## config.mk

```make
export PLATFORM = sky130hd
export DESIGN_NAME = m4vt_front
export DESIGN_NICKNAME = d
export VERILOG_FILES = /design/src/rtl/m4vt_pkg.sv /design/src/rtl/m4vt_front.sv
export SDC_FILE = /design/constraint.sdc
export NUM_CORES = 1
export LEC_CHECK = 0
export ABC_AREA = 1
export BUFFER_PORTS_ARGS = -buffer_cell sky130_fd_sc_hd__buf_2
export CORE_ASPECT_RATIO = 2
export CORE_UTILIZATION = 40
export DETAILED_ROUTE_END_ITERATION = 7
export PLACE_DENSITY_LB_ADDON = 0.1
export SETUP_SLACK_MARGIN = 0.15
export SLEW_MARGIN = 25
export SYNTH_ARGS = -nofsm -noshare
export SYNTH_HDL_FRONTEND = slang
export SYNTH_SLANG_ARGS = --single-unit
```

## constraint.sdc

```tcl
create_clock -name clk -period 7.77 [get_ports clk]
set_input_delay 1.554 -clock clk [delete_from_list [all_inputs] [get_ports clk]]
set_output_delay 1.554 -clock clk [all_outputs]
set_load 0.01 [all_outputs]
```

## src/rtl/m4vt_pkg.sv

```systemverilog
`default_nettype none

package m4vt_pkg;

    // field widths fixed by the interface
    localparam int DATA_W   = 32;
    localparam int LANES    = 4;
    localparam int COL_W    = 2;
    localparam int FORM_W   = 2;

    // arithmetic widths: full product, pair sum, rounded row sum
    localparam int PROD_W   = 2 * DATA_W;
    localparam int PAIR_W   = PROD_W + 1;
    localparam int SUM_W    = PROD_W + 3;

    // defaults for the top level parameters
    localparam int DIM_DEFAULT       = 4;
    localparam int FRAC_BITS_DEFAULT = 16;

    // queue depths
    localparam int CMD_DEPTH = 4;
    localparam int RES_DEPTH = 8;

    typedef enum logic
    {
        OP_LOAD  = 1'b0,
        OP_XFORM = 1'b1
    } opcode_t;

    typedef enum logic [FORM_W-1:0]
    {
        FORM_VEC4   = 2'd0,
        FORM_POINT3 = 2'd1,
        FORM_POINT2 = 2'd2
    } form_t;

    // classified command handed from front to back
    typedef struct packed
    {
        opcode_t                       op;
        logic [COL_W-1:0]              col;
        logic [LANES-1:0][DATA_W-1:0]  vec;
    } cmd_t;

    // finished transform result
    typedef struct packed
    {
        logic [LANES-1:0][DATA_W-1:0]  res;
        logic                          ovf;
    } result_t;

endpackage

`default_nettype wire

```

## src/rtl/m4vt_front.sv

```systemverilog
`default_nettype none

module m4vt_front #(
    parameter int FRAC_BITS = m4vt_pkg::FRAC_BITS_DEFAULT
) (
    input  wire logic                               clk,
    input  wire logic                               rst_n,
    input  wire logic                               push,
    output logic                                    full,
    input  wire logic                               opcode,
    input  wire logic [m4vt_pkg::COL_W-1:0]         column_index,
    input  wire logic [m4vt_pkg::FORM_W-1:0]        form,
    input  wire logic signed [m4vt_pkg::DATA_W-1:0] in_x,
    input  wire logic signed [m4vt_pkg::DATA_W-1:0] in_y,
    input  wire logic signed [m4vt_pkg::DATA_W-1:0] in_z,
    input  wire logic signed [m4vt_pkg::DATA_W-1:0] in_w,
    output logic                                    cmd_push,
    output m4vt_pkg::cmd_t                          cmd,
    input  wire logic                               cmd_full
);

    localparam logic [m4vt_pkg::DATA_W-1:0] ONE_FIXED =
        m4vt_pkg::DATA_W'(1) << FRAC_BITS;

    logic            valid_reg, valid_next;
    m4vt_pkg::cmd_t  cmd_reg;
    m4vt_pkg::cmd_t  cmd_next;
    logic            accept;

    assign full     = valid_reg && cmd_full;
    assign accept   = push && !full;
    assign cmd_push = valid_reg;
    assign cmd      = cmd_reg;

    // classify: loads pass as given, transforms get their form applied
    always_comb
    begin
        cmd_next.op     = m4vt_pkg::opcode_t'(opcode);
        cmd_next.col    = column_index;
        cmd_next.vec[0] = in_x;
        cmd_next.vec[1] = in_y;
        cmd_next.vec[2] = in_z;
        cmd_next.vec[3] = in_w;
        if (cmd_next.op == m4vt_pkg::OP_XFORM)
        begin
            unique case (m4vt_pkg::form_t'(form))
                m4vt_pkg::FORM_POINT3:
                begin
                    cmd_next.vec[3] = ONE_FIXED;
                end
                m4vt_pkg::FORM_POINT2:
                begin
                    cmd_next.vec[2] = '0;
                    cmd_next.vec[3] = ONE_FIXED;
                end
                default:
                begin
                    cmd_next.vec[3] = in_w;
                end
            endcase
        end
    end

    always_comb
    begin
        valid_next = valid_reg;
        if (accept)
        begin
            valid_next = 1'b1;
        end
        else if (valid_reg && !cmd_full)
        begin
            valid_next = 1'b0;
        end
    end

    always_ff @(posedge clk or negedge rst_n)
    begin
        if (!rst_n)
        begin
            valid_reg <= 1'b0;
        end
        else
        begin
            valid_reg <= valid_next;
        end
    end

    always_ff @(posedge clk)
    begin
        if (accept)
        begin
            cmd_reg <= cmd_next;
        end
    end

endmodule

`default_nettype wire

```

Word-level counts from Yosys, hierarchy flattened
Index checks and enable logic that the tools add are counted.
{"block": "word_totals", "regBits": 132, "in_bits": 137, "output_inout_bits": 133, "wordCells": 21}
{"block": "op_classes", "n_eq_ne": 2, "mux": 5, "reduce_logical": 7}
{"op": "$mux 32", "count": 2}
{"op": "$mux 64", "count": 1}
{"op": "$logic_and 1x1->1", "count": 3}
{"op": "$eq 2x1->1 const B", "count": 1}
{"op": "$eq 2x2->1 const B", "count": 1}
{"op": "$logic_not 1->1", "count": 2}
{"op": "$mux 1", "count": 2}
{"op": "$reduce_bool 2->1", "count": 1}
{"op": "$reduce_or 2->1", "count": 1}

Logic depth before layout (Yosys ltp)
{"block": "logic_depth", "word_depth": 4, "depth_mapped": 5}

Worst setup path before layout
OpenSTA, ideal clock, no wires.
{"block": "synth_path", "path_type": "input to register", "from": "input port push", "to": "register cmd_reg (netlist bit cmd[0]) (enable)", "t_arrival_ns": 7.902, "path_slack_ns": -0.796, "path_stages": 2, "path_cell_list": "inv_1 > a21oi_1"}
{"block": "synth_between", "elab_chain_len": 1}
{"element": "start: declaration", "line_no": "m4vt_front.sv:8", "source": "input wire logic push,"}
{"element": "$logic_and 1x1->1", "line_no": "m4vt_front.sv:31", "source": "assign accept = push && !full;"}
{"element": "via accept", "line_no": "m4vt_front.sv:28", "source": "logic accept;"}
{"element": "end signal: assignment", "line_no": "m4vt_front.sv:93", "source": "cmd_reg <= cmd_next;"}
{"element": "end: declaration", "line_no": "m4vt_front.sv:26", "source": "m4vt_pkg::cmd_t cmd_reg;"}
The timed path passes the listed nets, and every way through them passes these cells.
A chain may end at the register's enable or synchronous reset.

Final worst setup path
{"block": "layout_path", "from": "input port cmd_full", "to": "output port full"}
{"block": "layout_between", "elab_chain_len": 1}
{"element": "start: declaration", "line_no": "m4vt_front.sv:19", "source": "input wire logic cmd_full"}
{"element": "$logic_and 1x1->1", "line_no": "m4vt_front.sv:30", "source": "assign full = valid_reg && cmd_full;"}
{"element": "end: declaration", "line_no": "m4vt_front.sv:9", "source": "output logic full,"}
Every way passes these cells.

==> impl_metrics.toml <==
[cts]
ctsLongestPathBuffers = 2
tritoncts = "built"
post_cts_buffers = 0
clk-insertion-delay-late_ns = 0.41
h-tree-depth = 4
clock-root-buffer = "clkbuf_16"
clk_pin_slew_ns = 0.06
post_cts_resized = 0
hold_buffers = 0
cts_sinks = 132
cts_buffers = 17

[synth]
yosysUniqueCellTypes = 14
synthCells = 285
synth.area.top_cells = "edfxtp_1 83%, nand2_1 5.2%, a21boi_0 4.6%"
ys_seq_area_frac = 0.831
ys_warn_count = 0
syn_nets = 423
ys_seq_elements = 132
synth_top_area_cell = "edfxtp_1"
syn_avg_cell_area_um2 = 16.7
syn_area_um2 = 4760
synth.top_cell.area_share = 0.826

[setup_path]
r2r_slack_ns = 5.34
crit_fanout = 2
crit_path_end_kind = "primary output"
crit_top_cell = "buf_2"
critPathArrivalTime_ns = 1.92
critPathRequiredTime_ns = 6.22
path_cells = "buf_2 > nand2_1 > inv_1 > buf_2"
r2r_cells = 3
reg2reg_from = "cmd_push$_DFFE_PN0P_"
crit_slowest_cell = "buf_2"
slowest_delay_ns = 0.13
worst-setup-path-type = "input port to primary output"
worst_setup_path_start_kind = "input port"
worstReg2RegEnd = "cmd[77]$_DFFE_PP_"

[cells_and_area]
mostFrequentLayoutCells = "268 x buf_2, 131 x edfxtp_1, 66 x nand2_1"
final_nets = 697
drive_above_1_share = 0.533
mostFrequentLayoutCell = "buf_2"
largest_reg_flops = 131
diodes = 0
area_delta_synth_final_pct = 42.2

[drt]
wire_per_inst_um = 15.9
vias = 3346
wl_um = 11400
ant_nets = 0
viasPerCell = 4.67
drt_iter0_markers = 170
drc = 0
first_pass_iters = 4

[worst_hold_path]
hp-start = "cmd_push$_DFFE_PN0P_"
min_path_cells = 2
hold_class = "flip-flop to flip-flop"
hold_end = "cmd_push$_DFFE_PN0P_"

[pwr]
ir_drop_mv = 0.150
cellPowerDensity_nw_per_um2 = 261
p_leak_nw = 3.00

[die]
die_y_um = 156
fp.dieW_um = 79.2
design.core.area_um2 = 11600
num_rows = 56
ios = 270
start_util = 0.409
dieArea_um2 = 12400

[timing]
setup_ws_ns = 4.30
slew_violations = 0
rsz0062_at_grt = "no"
final-setup-viol-count = 0
tns_ns = 0
final.setup_skew_ns = 0.0122
hold_viol = 0
relSlewSlack = 0.400
fmaxAchievable_mhz = 288
finalCritPeriodShare = 0.447
worstMarginPinSlew_ns = 0.901
finalCriticalPeriod_ns = 3.47
timing.hold.ws_ns = 0.563

[placement]
gp_congestion = 0.724
port_buffers = 269
dp_slack_ns = 4.06
hpwl_um = 8130

[job]
cap_violations = 0

[global_routing]
grt_antenna_before_repair = 0
grt_pass1_wl_um = 16200
track_usage = 0.182
grt_pass1_vias = 3112
grt_overflow = 0
grt_max_degree = 71

[run_status]
outcome = "finished clean"
cell families (layout without fill, tap and decap cells):
family / Yosys count / after routing / synth area share
simple gates: 97 / 97 / 0.0846
buf+inv: 22 / 309 / 0.0299
compound gates: 33 / 33 / 0.0515
flops: 132 / 132 / 0.831
fa+ha+maj: 1 / 1 / 0.00263
where the power goes:
part | total, mW | internal (mW) | leakage, nW | switching [mW]
sequential | 0.846 | 0.837 | 1.27 | 0.00938
clock | 0.764 | 0.449 | 0.265 | 0.315
combinational | 0.156 | 0.0639 | 1.47 | 0.0919
total | 1.77 | 1.35 | 3.00 | 0.416
cell type report:
class	count	area, µm²
multi-input combinational	131	674
fill	1001	4860
clock inverter	15	146
tap	145	181
clock buffer	17	425
inverter	6	22.5
timing repair buffer	271	1360
sequential	132	3960
layer usage:
layer,vias to the layer above,track usage,routed length [µm]
met5,-,0,0
met4,0,0.0848,290
met2,185,0.319,6170
met1,1544,0.186,3950
li1,1599,-,-
met3,18,0.0700,969
how the worst max path moves through the flow:
stage / start / end
global placement: cmd_full / cmd[66]$_DFFE_PP_
CTS: cmd_full / full
detailed placement: cmd_full / cmd[67]$_DFFE_PP_
finish: cmd_full / full
global route: cmd_full / full
floorplan: push / cmd[0]$_DFFE_PP_
stage by stage:
step                      power (mW)   util  cells  area [µm²]
final                           1.77  0.582    717        6770
after global routing            1.83  0.582    717        6770
after CTS                       1.79  0.582    717        6770
after detailed placement        1.02  0.533    685        6200
after global placement          1.01  0.533    685        6200
after floorplan                0.938      -    285        4770
critical path, delay by kind of cell:
family | cells | cell delay [ns]
buf+inv | 3 | 0.29
simple gates | 1 | 0.08
cells in the mapped netlist, drive strengths merged:
library cell and count:
a21boi 32, nand3 31, dfrtp 1, a21oi 1, edfxtp 131, buf 12
inv 6, clkbuf 4, nand2 66, ha 1
Power figures use the tool's default switching activity.
