**src/rtl/m4vt_fifo.sv**
```systemverilog
`default_nettype none

module m4vt_fifo #(
    parameter int WIDTH = 8,
    parameter int DEPTH = 4
) (
    input  wire logic                         clk,
    input  wire logic                         rst_n,
    input  wire logic                         wr_en,
    input  wire logic [WIDTH-1:0]             wr_data,
    input  wire logic                         rd_en,
    output logic      [WIDTH-1:0]             rd_data,
    output logic                              full,
    output logic                              empty,
    output logic      [$clog2(DEPTH+1)-1:0]   count
);

    localparam int PTR_W = (DEPTH > 1) ? $clog2(DEPTH) : 1;
    localparam int CNT_W = $clog2(DEPTH + 1);

    logic [WIDTH-1:0] mem [DEPTH];
    logic [PTR_W-1:0] wr_ptr_reg, wr_ptr_next;
    logic [PTR_W-1:0] rd_ptr_reg, rd_ptr_next;
    logic [CNT_W-1:0] count_reg, count_next;
    logic             do_wr;
    logic             do_rd;

    assign do_wr = wr_en && !full;
    assign do_rd = rd_en && !empty;

    assign full    = (count_reg == CNT_W'(DEPTH));
    assign empty   = (count_reg == '0);
    assign count   = count_reg;
    assign rd_data = mem[rd_ptr_reg];

    always_comb
    begin
        wr_ptr_next = wr_ptr_reg;
        rd_ptr_next = rd_ptr_reg;
        count_next  = count_reg;
        if (do_wr)
        begin
            wr_ptr_next = (wr_ptr_reg == PTR_W'(DEPTH - 1)) ? '0 : wr_ptr_reg + 1'b1;
        end
        if (do_rd)
        begin
            rd_ptr_next = (rd_ptr_reg == PTR_W'(DEPTH - 1)) ? '0 : rd_ptr_reg + 1'b1;
        end
        if (do_wr && !do_rd)
        begin
            count_next = count_reg + 1'b1;
        end
        else if (do_rd && !do_wr)
        begin
            count_next = count_reg - 1'b1;
        end
    end

    always_ff @(posedge clk or negedge rst_n)
    begin
        if (!rst_n)
        begin
            wr_ptr_reg <= '0;
            rd_ptr_reg <= '0;
            count_reg  <= '0;
        end
        else
        begin
            wr_ptr_reg <= wr_ptr_next;
            rd_ptr_reg <= rd_ptr_next;
            count_reg  <= count_next;
        end
    end

    always_ff @(posedge clk)
    begin
        if (do_wr)
        begin
            mem[wr_ptr_reg] <= wr_data;
        end
    end

endmodule

`default_nettype wire

```
**config.mk**
```make
export PLATFORM = sky130hd
export DESIGN_NAME = m4vt_fifo
export DESIGN_NICKNAME = d
export VERILOG_FILES = /design/src/rtl/m4vt_fifo.sv
export SDC_FILE = /design/constraint.sdc
export NUM_CORES = 1
export LEC_CHECK = 0
export BUFFER_PORTS_ARGS = -buffer_cell sky130_fd_sc_hd__buf_2
export CORE_MARGIN = 5
export CORE_UTILIZATION = 55
export DETAILED_ROUTE_END_ITERATION = 8
export MAX_ROUTING_LAYER = met4
export PLACE_DENSITY = 0.89
export SETUP_SLACK_MARGIN = 0.1
export SLEW_MARGIN = 30
export SYNTH_ARGS = -nofsm -noshare
export SYNTH_HDL_FRONTEND = slang
export SYNTH_SLANG_ARGS = --single-unit
```
**constraint.sdc**
```tcl
create_clock -name clk -period 2.43 [get_ports clk]
set_input_delay 0.3645 -clock clk [delete_from_list [all_inputs] [get_ports clk]]
set_output_delay 0.3645 -clock clk [all_outputs]
set_load 0.01 [all_outputs]
```
======== Yosys cells after proc, flatten, opt, wreduce, memory -nomap -nowiden ========
Memories as Yosys holds them, arrays and structs flattened.
Index checks and enable logic that the tools add are counted.
storage, ports and cells
  bits in registers ....................... 7
  bits in latches ......................... 0
  bits in writable memories ............... 32
  bits in read-only memories .............. 0
  output and inout bits ................... 13
  memories ................................ 1
operators by class
  $add $sub $neg .......................... 4
  $mul .................................... 0
  div/mod/pow operators ................... 0
  magnitude comparators ................... 0
  equal/unequal tests ..................... 3
  shift operators ......................... 0
  muxes and demuxes ....................... 6
  bitwise operators ....................... 0
  reductions and logical operators ........ 10
memories
  name  depth  bits a word  rd ports  clocked after Yosys merged registers in  wr ports  line  text
  mem   4      8            1         0                                        1         21    logic [WIDTH-1:0] mem [DEPTH];
operator list
  kind                                              count
  two-way mux 3 bit                                 2
  adder 2 x 1 -> 2 bit, second input constant       2
  == test 2 bit, second input constant              2
  logical AND 1 bit                                 4
  logical NOT 1 bit                                 4
  two-way mux 2 bit                                 2
  adder 3 x 1 -> 3 bit, second input constant       1
  == test 3 bit, second input constant              1
  logical NOT 3 bit                                 1
  subtractor 3 x 1 -> 3 bit, second input constant  1
  two-way mux 1 bit                                 2
  nonzero test 2 bit                                1

======== Depth between registers and ports, before layout ========
  depth in word-level cells ............... 7
  depth in mapped cells ................... 9
  gate-level depth less buffers ........... 8

======== Worst setup path before layout ========
No wires, ideal clock.
  path kind ............................... register to register
  start ................................... register count_reg[0], in the netlist count[0]
  end ..................................... register count_reg[2], in the netlist count[2]
  arrival ................................. 2.038 ns
  required time ........................... 2.351 ns
  path slack .............................. 0.313 ns
  cell stages (with the launch flop) ...... 9
  path buffers ............................ 0
  cell sequence ........................... dfrtp_1 nor3_1 nand2b_4 ha_1 inv_1 fa_1 xor2_1 nor2_1 xor2_1
on the way
  cells in the longest elaborated chain, start to end .. 6
  elaborated cells between the ends (all ways) .. 15
  classes of those cells .................. 2 x add/sub; 1 x eq/ne; 2 x mux; 10 x reduce/logical
ends and longest elaborated chain
  item                                                     line  text
  start, declared                                          24    logic [CNT_W-1:0] count_reg, count_next;
  start signal, assigned                                   71    count_reg <= count_next;
  logical NOT 3 bit *                                      32    assign empty = (count_reg == '0);
  via empty                                                14    output logic empty,
  logical NOT 1 bit *                                      29    assign do_rd = rd_en && !empty;
  logical AND 1 bit *                                      29
  logical NOT 1 bit                                        49    if (do_wr && !do_rd)
  logical AND 1 bit                                        49
  two-way mux 3 bit or nonzero test 2 bit (tied branches)  n/a
The timed path passes the listed nets; every way through them passes the cells marked *. The select of a mux whose other input is x is not followed.
A chain may end at the register's enable or synchronous reset.

======== Worst setup path in the final report ========
  start ................................... register rd_ptr_reg[0]
  end ..................................... output port rd_data[2]
on the way
  cells in the longest elaborated chain, start to end .. 1
ends and longest elaborated chain
  item                     line  text
  start, declared          23    logic [PTR_W-1:0] rd_ptr_reg, rd_ptr_next;
  start signal, assigned   70    rd_ptr_reg <= rd_ptr_next;
  memory read (4 x 8 bit)  n/a
  end, declared            12    output logic [WIDTH-1:0] rd_data,
Every way passes these cells.

==> results.md <==
* Post-synthesis register bit count at 39
* Die height at 64.3 um
* Site row count at 19
* Clk pwr share at 0.158
* Via density at 5.42
* Die outline width at approximately 64 um
* Synth area leader: edfxtp_1
* Outcome: finished clean
* DRC errors left at 0
* Initial antenna violation count at 0
* Syn Area/Cell at 20.5 um^2
* TritonCTS clock tree: built
* Max FO, Critical Path at 11
* Final Cycle Share at 0.896
* Post-synth cell types at 19
* R2r startpoint: count[2]
* H-Tree Depth at 2
* Data required time of the critical path at 2070 ps
* Post-Syn Area at 1620 um^2
* Resized Gates After CTS at 0
* TNS Setup at 0 ps
* Leak at 0.705 nW
* Crit end category: output pin
* WHS at 229 ps
* CTS Buf Count at 5
* CTS Sinks at 39
* Fin crit period at 2180 ps
* Cells after DPL at 131
* EDFF count, synth at 32
* Starting Density at 0.583
* Maxcap violations at 0
* Drt wl/cell at 18.9 um
* I/O pin total at 25
* Final nets at around 130
* Setup Crit Path Kind: reg2out
* Most frequent cell after synthesis: edfxtp_1
* Total internal power at 1.45 mW
* Clock Latency Late Sink at 340 ps
* Worst setup startpoint: rd_ptr_reg[0]
* Max Root-Sink Buffers at 2
* Die footprint at 4130 um^2
* DP Wirelength at about 1900 um
* Iteration-0 DRC Markers at 32
* WP data arrival at 1810 ps
* Largest net degree at the start of global routing at 13
* Routability cong. at 0.680
* Post-synth ARST share at 0.179
* Power density over cell area at 1170 nW/um^2
* RSZ-0062 raised after global routing: false
* Worst-margin pin slew at 587 ps
* Hold Crit Start: wr_data[7]
* Largest register FFs at 32
* Most used flip-flop cell after synthesis: edfxtp_1
* Via count at 759
* Relative slew slack at 0.609
* Setup violators final at 0
* Core Area at approximately 2800 um^2
* GRT overflow at 0
* Net Sw Power at between 600 and 700 uW
* Syn Inst Count at 79
* Maximum VDD drop at 0.945 mV
* CTS Root Cell: clkbuf_4
* Combinational share of power at 0.340
* Antenna fix cells at 0
* Final std cells w/o fill at 140
* Total length of routed wires at 2650 um
* Layout cells sized above 1 at 0.468
* Sequential share of power at 0.502
* Total GRT Usage at 0.154
* DRT antenna net count at 0
* Synth area leaders: edfxtp_1 (59%), mux4_2 (11%), dfrtp_1 (11%)
* Maximum clock frequency at 460 MHz
* Top cell type's share of synthesized area at 0.593
* First-pass GRT wire length at 4420 um
* Slew Limit Fails at 0
* Synth warn at 0
* Synthesized Nets at 98
* Leading cell types by count after synthesis: edfxtp_1 (32), mux4_2 (8), dfrtp_1 (7)
* Max Clock Skew at 10.2 ps
* Critical Path Start Type: register
* Switching share of power at 0.320
* Seq/Total Area, Yosys at 0.701
* Clock transition at path regs at 110 ps
* Synth-to-Final Area Change at 12.9%
* Final hold vios at 0
* I/O Buffers at 24
* Vias in the first global route at 839
* Drt pass-1 iters at 4
* Hold Crit Class: in2reg
-- area by class of cell --
class                   instances  area, um^2
flip-flops and latches         39        1140
multi-input cells              34         453
fillers                       201         952
well taps                      31        38.8
repair buffers                 25         130
clock inverters                 1        5.00
clock buffers                   7        55.1
inverters                       3        11.3
-- routing by layer --
| metal | vias to the layer above | share of wire | routed length, um | GRT usage |
|---|---|---|---|---|
| li1 | 359 | - | - | - |
| met2 | 17 | 0.54 | 1440 | 0.250 |
| met5 | - | 0 | 0 | - |
| met3 | 5 | 0.051 | 135 | 0.0613 |
| met4 | 0 | 0.018 | 48 | 0.0687 |
| met1 | 378 | 0.39 | 1030 | 0.164 |
-- path summary, 6_finish.rpt --
check                                 to  slack, ps  cells after the start
min in group asynchronous  rd_ptr_reg[1]        390                      2
min reg2reg                     count[2]        540                      1
max                           rd_data[2]        250                      2
max reg2reg                     count[2]        340                      8
max in group asynchronous       count[0]       1880                      2
min                            mem[1][7]        230                      1
-- critical path: stages, from the launching register on --
cell and delay, ps:
dfrtp_1 730, mux4_2 580, buf_2 160
-- timing repair --
action                                 4_1_cts  5_1_grt
buffers inserted                             0        0
endpoints found under the hold margin        7        0
hold buffers                                 1        0
-- per-stage QoR --
step                      instance area, um^2  setup WS (ps)  power [mW]   util
after floorplan                          1620            313        1.59      -
after global placement                   1760            457        1.79  0.632
after detailed placement                 1760            357        1.84  0.632
after CTS                                1830            194        2.17  0.658
after global routing                     1830            120        2.27  0.658
final                                    1830            254        2.13  0.658
-- cells in the final DEF (no fill, tap or decap), types with 2 or more instances in the layout --
cell,instances
mux2_2,3
buf_2,24
xor2_1,2
nor2_1,3
ha_1,6
mux2_4,2
mux4_2,8
and2_2,4
dfrtp_1,7
inv_1,3
edfxtp_1,32
clkbuf_4,5
-- logic make-up (layout without fill, tap and decap cells) --
group / Yosys count / count (layout) / synth area share
and+or+nand+nor: 11 / 11 / 0.0541
xor gates and xnor gates: 3 / 3 / 0.0162
DFF: 39 / 39 / 0.701
adders and majority gates: 7 / 7 / 0.0587
buffers and inverters: 6 / 36 / 0.0193
muxes: 13 / 13 / 0.151
-- power by group through the flow --
| stage | registers, mW | clock network [mW] | logic [mW] |
|---|---|---|---|
| floorplan | 1.01 | 0 | 0.578 |
| global route | 1.11 | 0.372 | 0.795 |
| detailed placement | 1.09 | 0 | 0.742 |
| global placement | 1.07 | 0 | 0.717 |
| finish | 1.07 | 0.337 | 0.726 |
| CTS | 1.08 | 0.346 | 0.746 |
Note: power is estimated with default switching activity, not from simulation.
